[config.mk]
export PLATFORM = sky130hd
export DESIGN_NAME = pfbb_ctrl
export DESIGN_NICKNAME = d
export VERILOG_FILES = /design/src/hw/rtl/pfbb_pkg.sv /design/src/hw/rtl/pfbb_ctrl.sv
export SDC_FILE = /design/constraint.sdc
export NUM_CORES = 1
export LEC_CHECK = 0
export ABC_AREA = 1
export BUFFER_PORTS_ARGS = -buffer_cell sky130_fd_sc_hd__buf_2
export CAP_MARGIN = 10
export CORE_MARGIN = 8
export CORE_UTILIZATION = 25
export DETAILED_ROUTE_END_ITERATION = 10
export GPL_ROUTABILITY_DRIVEN = 0
export PLACE_DENSITY = 0.46
export SETUP_SLACK_MARGIN = 0.1
export SYNTH_ARGS = -nofsm -noshare
export SYNTH_HDL_FRONTEND = slang
export SYNTH_SLANG_ARGS = --single-unit
[constraint.sdc]
create_clock -name clk -period 1.2 [get_ports clk]
set_input_delay 0.06 -clock clk [delete_from_list [all_inputs] [get_ports clk]]
set_output_delay 0.06 -clock clk [all_outputs]
set_load 0.02 [all_outputs]
[src/hw/rtl/pfbb_pkg.sv]
// Shared types for the page framebuffer bitmap blit block.
// Holds the command codes and the control and status records between
// the controller and the datapath. No dependencies.
package pfbb_pkg;

  typedef enum logic [1:0] {
    CMD_CLEAR = 2'd0,
    CMD_BLIT  = 2'd1,
    CMD_READ  = 2'd2,
    CMD_NOP   = 2'd3
  } pfbb_cmd_t;

  typedef struct packed {
    logic load_item;
    logic rd_lo;
    logic rd_hi;
    logic wr_lo;
    logic wr_hi;
    logic sweep_wr;
    logic load_out;
  } pfbb_ctrl_t;

  typedef struct packed {
    pfbb_cmd_t cmd;
    logic      clip;
    logic      read_ok;
    logic      spill;
    logic      sweep_last;
  } pfbb_status_t;

endpackage

[src/hw/rtl/pfbb_ctrl.sv]
// Controller state machine of the page framebuffer bitmap blit block.
// Depends on pfbb_pkg for the control and status records.
module pfbb_ctrl (
  input  logic                   clk,
  input  logic                   rst_n,
  input  logic                   in_valid,
  output logic                   in_ready,
  output logic                   out_valid,
  input  logic                   out_ready,
  input  pfbb_pkg::pfbb_status_t status,
  output pfbb_pkg::pfbb_ctrl_t   ctrl
);
  import pfbb_pkg::*;

  typedef enum logic [5:0] {
    S_IDLE   = 6'b000001,
    S_DECODE = 6'b000010,
    S_MODIFY = 6'b000100,
    S_WR_HI  = 6'b001000,
    S_CLEAR  = 6'b010000,
    S_FINISH = 6'b100000
  } state_t;

  state_t state_r, state_nxt;
  logic   clr_item_r, clr_item_nxt;
  logic   out_valid_r, out_valid_nxt;

  assign in_ready  = (state_r == S_IDLE);
  assign out_valid = out_valid_r;

  always_comb begin
    state_nxt    = state_r;
    clr_item_nxt = clr_item_r;
    ctrl         = '0;
    case (state_r)
      S_IDLE: begin
        if (in_valid) begin
          ctrl.load_item = 1'b1;
          state_nxt      = S_DECODE;
        end
      end
      S_DECODE: begin
        case (status.cmd)
          CMD_CLEAR: begin
            clr_item_nxt = 1'b1;
            state_nxt    = S_CLEAR;
          end
          CMD_BLIT: begin
            if (status.clip) begin
              state_nxt = S_FINISH;
            end else begin
              ctrl.rd_lo = 1'b1;
              state_nxt  = S_MODIFY;
            end
          end
          CMD_READ: begin
            ctrl.rd_lo = status.read_ok;
            state_nxt  = S_FINISH;
          end
          default: begin
            state_nxt = S_FINISH;
          end
        endcase
      end
      S_MODIFY: begin
        ctrl.wr_lo = 1'b1;
        ctrl.rd_hi = status.spill;
        state_nxt  = status.spill ? S_WR_HI : S_FINISH;
      end
      S_WR_HI: begin
        ctrl.wr_hi = 1'b1;
        state_nxt  = S_FINISH;
      end
      S_CLEAR: begin
        ctrl.sweep_wr = 1'b1;
        if (status.sweep_last) begin
          clr_item_nxt = 1'b0;
          state_nxt    = clr_item_r ? S_FINISH : S_IDLE;
        end
      end
      S_FINISH: begin
        if (!out_valid_r || out_ready) begin
          ctrl.load_out = 1'b1;
          state_nxt     = S_IDLE;
        end
      end
      default: begin
        state_nxt = S_IDLE;
      end
    endcase
  end

  always_comb begin
    if (ctrl.load_out) begin
      out_valid_nxt = 1'b1;
    end else if (out_ready) begin
      out_valid_nxt = 1'b0;
    end else begin
      out_valid_nxt = out_valid_r;
    end
  end

  always_ff @(posedge clk) begin
    if (!rst_n) begin
      state_r     <= S_CLEAR;
      clr_item_r  <= 1'b0;
      out_valid_r <= 1'b0;
    end else begin
      state_r     <= state_nxt;
      clr_item_r  <= clr_item_nxt;
      out_valid_r <= out_valid_nxt;
    end
  end

`ifndef SYNTH
  a_load_out_free: assert property (@(posedge clk) disable iff (!rst_n)
    ctrl.load_out |-> (!out_valid_r || out_ready))
    else $error("result loaded over an unread result");

  a_one_writer: assert property (@(posedge clk) disable iff (!rst_n)
    $onehot0({ctrl.wr_lo, ctrl.wr_hi, ctrl.sweep_wr}))
    else $error("more than one store write source");

  a_hi_after_lo: assert property (@(posedge clk) disable iff (!rst_n)
    (state_r == S_WR_HI) |-> $past(state_r == S_MODIFY))
    else $error("spill write without a preceding base write");

  a_sweep_end: assert property (@(posedge clk) disable iff (!rst_n)
    (state_r == S_CLEAR && status.sweep_last) |=>
      (state_r == S_IDLE || state_r == S_FINISH))
    else $error("clear sweep did not end");
`endif

endmodule

# After elaboration in Yosys (flattened, before gate mapping)
# Index checks and enable logic that the tools add are counted.
[word_totals]
reg_bits = 8
input_bits = 10
out_inout_bits = 9
elab_cells = 45
[op_classes]
n_eq_ne = 12
muxes = 23
reduce_logical = 7
[op_table]
columns = ["operator", "count"]
rows = [
  ["$mux W6", 6],
  ["$pmux W6 S6", 1],
  ["$mux W1", 12],
  ["$pmux W6 S2", 1],
  ["$eq A6 B1 Y1 const B", 1],
  ["$eq A6 B2 Y1 const B", 1],
  ["$eq A6 B3 Y1 const B", 1],
  ["$eq A6 B4 Y1 const B", 1],
  ["$eq A6 B5 Y1 const B", 1],
  ["$eq A6 B6 Y1 const B", 1],
  ["$ne A2 B2 Y1 const B", 3],
  ["$reduce_and A3 Y1", 2],
  ["$pmux W1 S2", 2],
  ["$reduce_bool A2 Y1", 2],
  ["$eq A2 B1 Y1 const B", 1],
  ["$eq A2 B2 Y1 const B", 1],
  ["$logic_not A2 Y1", 1],
  ["$mux W2", 1],
  ["$ne A2 B1 Y1 const B", 1],
  ["$logic_not A1 Y1", 1],
  ["$logic_or A1 B1 Y1", 1],
]

# Logic depth before layout (Yosys ltp)
[depth]
depth_word = 5
depth_mapped = 9

# Worst setup path before layout
# OpenSTA, ideal clock, no wires.
[synth_path]
path_type = "register to output"
from = "reg state_r[2]"
to = "out ctrl[6] (netlist bit)"
arrival_ps = 1338
t_required_ps = 1140
slack_ps = -198
stages_incl_launch_ff = 6
path_cell_list = "dfxtp_1 -> nor2_4 -> nand2_1 -> nor3_2 -> inv_1 -> nor2_1"
[synth_rtl]
columns = ["element", "line_no", "rtl"]
rows = [
  ["from (decl)", "pfbb_ctrl.sv:24", "state_t state_r, state_nxt;"],
  ["from (signal assigned)", "pfbb_ctrl.sv:109", "state_r <= state_nxt;"],
  ["to (decl)", "pfbb_ctrl.sv:11", "output pfbb_pkg::pfbb_ctrl_t ctrl"],
]

==> reports/qor.txt <==
result of the run: finished with violations
failing checks: negative setup slack
synthesized instance count: 90
library cell contributing the largest single delay on the critical path: sky130_fd_sc_hd__dfxtp_2
number of ports placed on the die boundary: 19
cell area after synthesis: 606 µm²
design area: 1030 µm²
leading area contributor after synthesis: sky130_fd_sc_hd__dfxtp_1
sequential fraction of design power: 35.4%
total power density per cell area: 820 nW/µm²
most common cell in the netlist: sky130_fd_sc_hd__inv_1
vias after detailed routing: 672
number of synthesized register bits: 8
Gate power share: 38.0%
ranking of synthesized cells by area: sky130_fd_sc_hd__dfxtp_1, sky130_fd_sc_hd__inv_1, sky130_fd_sc_hd__nor2_1
R2R depth: 9
actual transition at the worst max-transition pin: 0.343 ns
internal power component: 0.000549 W
Critical Path Fanout Max: 5
post-synthesis net count: 103
Detail Route Antenna Nets: 0
number of flops mapped to enable cells by yosys: 0
setup slack, reg-to-reg: -0.10 ns
worst r2r dst: state_r[0]
mean number of vias per cell: 4.28
floorplan die width: 65.2 µm
Clock Power Share: 26.6%
Setup Skew: 0.00503 ns
Core Area: 2390 µm²
number of DRC markers after the initial detailed-route iteration: 28
RSZ-0062 raised after global routing: yes
leakage: 0.509 nW
first-pass GRT wire length: 2.97 mm
die outline height: 65.2 µm
synthesized area per cell: 6.73 µm²
master cell of the clock root buffer: sky130_fd_sc_hd__clkbuf_4
number of global-route vias before repair: 719
pre-CTS WS: 0.0147 ns
total overflow reported by the global router: 0
list of most frequent post-synthesis cells: sky130_fd_sc_hd__inv_1, sky130_fd_sc_hd__nor2_1, sky130_fd_sc_hd__nand2_1
Post-DP Area: 790 µm²
Peak supply drop: 0.377 mV
crit share post-route: 114%
net total in the final layout: 142
worst-case hold slack: 0.0238 ns
hold wc startpoint: rst_n
most frequently used flop master after synthesis: sky130_fd_sc_hd__dfxtp_1
CP Cell Sequence: nor2_4 -> nand2_2 -> nor3_4 -> inv_2 -> nor2_4 -> buf_6
category of the worst setup path capture point: primary output
hold-critical path depth: 2
sequential fraction of the synthesis area: 26.4%
number of buffer cells added on primary ports: 18
relative max-transition margin: 77.1%
clock-pin slew of the registers on the worst-case setup and hold paths: 0.06 ns
number of buffers on the longest clock path: 2
fraction of the core area covered by cells at the end of the flow: 43.0%
asr flop ratio synth: 0%
area share of the leading cell type in the synthesized netlist: 26.4%
clk sinks: 8
delay of the slowest cell on the worst path: 0.35 ns
clock period minus worst slack: 1.37 ns
count of endpoints failing setup in the final report: 11
Remaining DRCs: 0
initial antenna violation count: 0
number of max-slew violations in the final report: 0
Initial DRT Pass Iterations: 4
switching power share of the total: 34.7%
clock buffers created by TritonCTS: 3
Worst Hold Path EP: state_r[4]
Wirelength per Cell: 11.2 µm
total routing usage reported by global routing: 8.63%
count of different cell masters after synthesis: 19
required time of the critical path: 1.14 ns
Die Footprint: 4250 µm²
arrival time worst endpoint: 1.31 ns
area growth from synthesis to final layout: 69.4%
CTS tree: done
number of H-tree levels: 1
setup slack of the critical path after layout: -0.173 ns
power spent charging and discharging nets: 0.000292 W
final count of hold timing violations: 0
Most common cell on crit path: sky130_fd_sc_hd__nor2_4
worst min-delay path class: input pin to flip-flop
insertion delay of the later-clocked pin in the worst-skew pair: 0.26 ns
hold buffers post-CTS: 0
Critical R2R Launch: state_r[3]
initial cell density of the core: 25.4%
number of antenna diodes: 0
post-DP HPWL: 1.27 mm
type of the worst setup path: flip-flop to primary output
proportion of layout cells with a drive suffix above 1: 60.6%
Critical Path Source Type: flip-flop
Max Freq: 0.729 GHz
number of max-cap violations: 0
largest net degree at the start of global routing: 6
Placement Rows: 18
number of synthesis warnings: 0
total routed wirelength: 1.76 mm
## placed cells by master (no fill, tap or decap), types with 6 or more instances in the layout
master,instances
sky130_fd_sc_hd__inv_2,7
sky130_fd_sc_hd__buf_6,10
sky130_fd_sc_hd__nand2_1,8
sky130_fd_sc_hd__inv_1,15
sky130_fd_sc_hd__nor2_4,6
sky130_fd_sc_hd__buf_4,14
sky130_fd_sc_hd__buf_2,11
sky130_fd_sc_hd__nor2_1,12
## registers in the layout (all words and copies together) (netlist names)
name        count
out_valid       1
state_r         6
clr_item_r      1
## logic make-up (layout without fill, tap and decap cells)
family	Yosys count	count (layout)	share of synthesized area (%)
AOI/OAI and AO/OA	6	6	5.58
adders and majority gates	3	3	6.20
buffers and inverters	23	60	14.9
DFF	8	8	26.4
and+or+nand+nor	50	50	46.9
## worst max-delay path, delay by kind of cell, from the launching register on
kind	cells	cell delay, ns
flops	1	0.35
buf+inv	2	0.20
simple gates	4	0.51
## metal layers
layer  vias to the layer above  routed length, µm  GRT usage (%)
li1                        352                  -              -
met1                       300                695           9.37
met2                        18                937           15.1
met3                         2                 98           2.04
met4                         0                 29           4.63
met5                         -                  0              0
## power groups by stage
stage                     logic, W  clock network [W]  registers (W)
final                     0.000320           0.000223       0.000298
after global routing      0.000350           0.000241       0.000299
after CTS                 0.000301           0.000223       0.000296
after detailed placement  0.000209                  0       0.000299
after global placement    0.000209                  0       0.000299
after floorplan           0.000141                  0       0.000299
## area by class of cell
cell class / count / area [µm²]
clock buffers: 3 / 22.5
fillers: 263 / 1360
inverters: 22 / 82.6
multi-input cells: 59 / 437
flip-flops and latches: 8 / 174
well taps: 30 / 37.5
repair buffers: 35 / 273
## metrics by stage
stage	power (W)	setup TNS, ns	std cells
after floorplan	0.000440	0	90
after global placement	0.000508	0	143
after detailed placement	0.000508	0	143
after CTS	0.000821	-1.11	156
after global routing	0.000889	-1.98	157
final	0.000841	-1.25	157
## worst max-delay path by stage
stage,startpoint,end,slack (ns),cells past startpoint
global route,state_r[4],ctrl[6],-0.24,6
detailed placement,state_r[2],ctrl[6],0.01,6
finish,state_r[4],ctrl[6],-0.17,6
floorplan,state_r[2],state_r[1],0.02,5
global placement,state_r[0],ctrl[5],0.04,7
CTS,state_r[5],ctrl[6],-0.16,6
## what timing repair did
action | in CTS | in global routing
buffers inserted | 10 | 1
pin swaps | 10 | 3
endpoints found under the setup margin | 12 | 14
resized for setup | 34 | 6
Power figures use the tool's default switching activity.
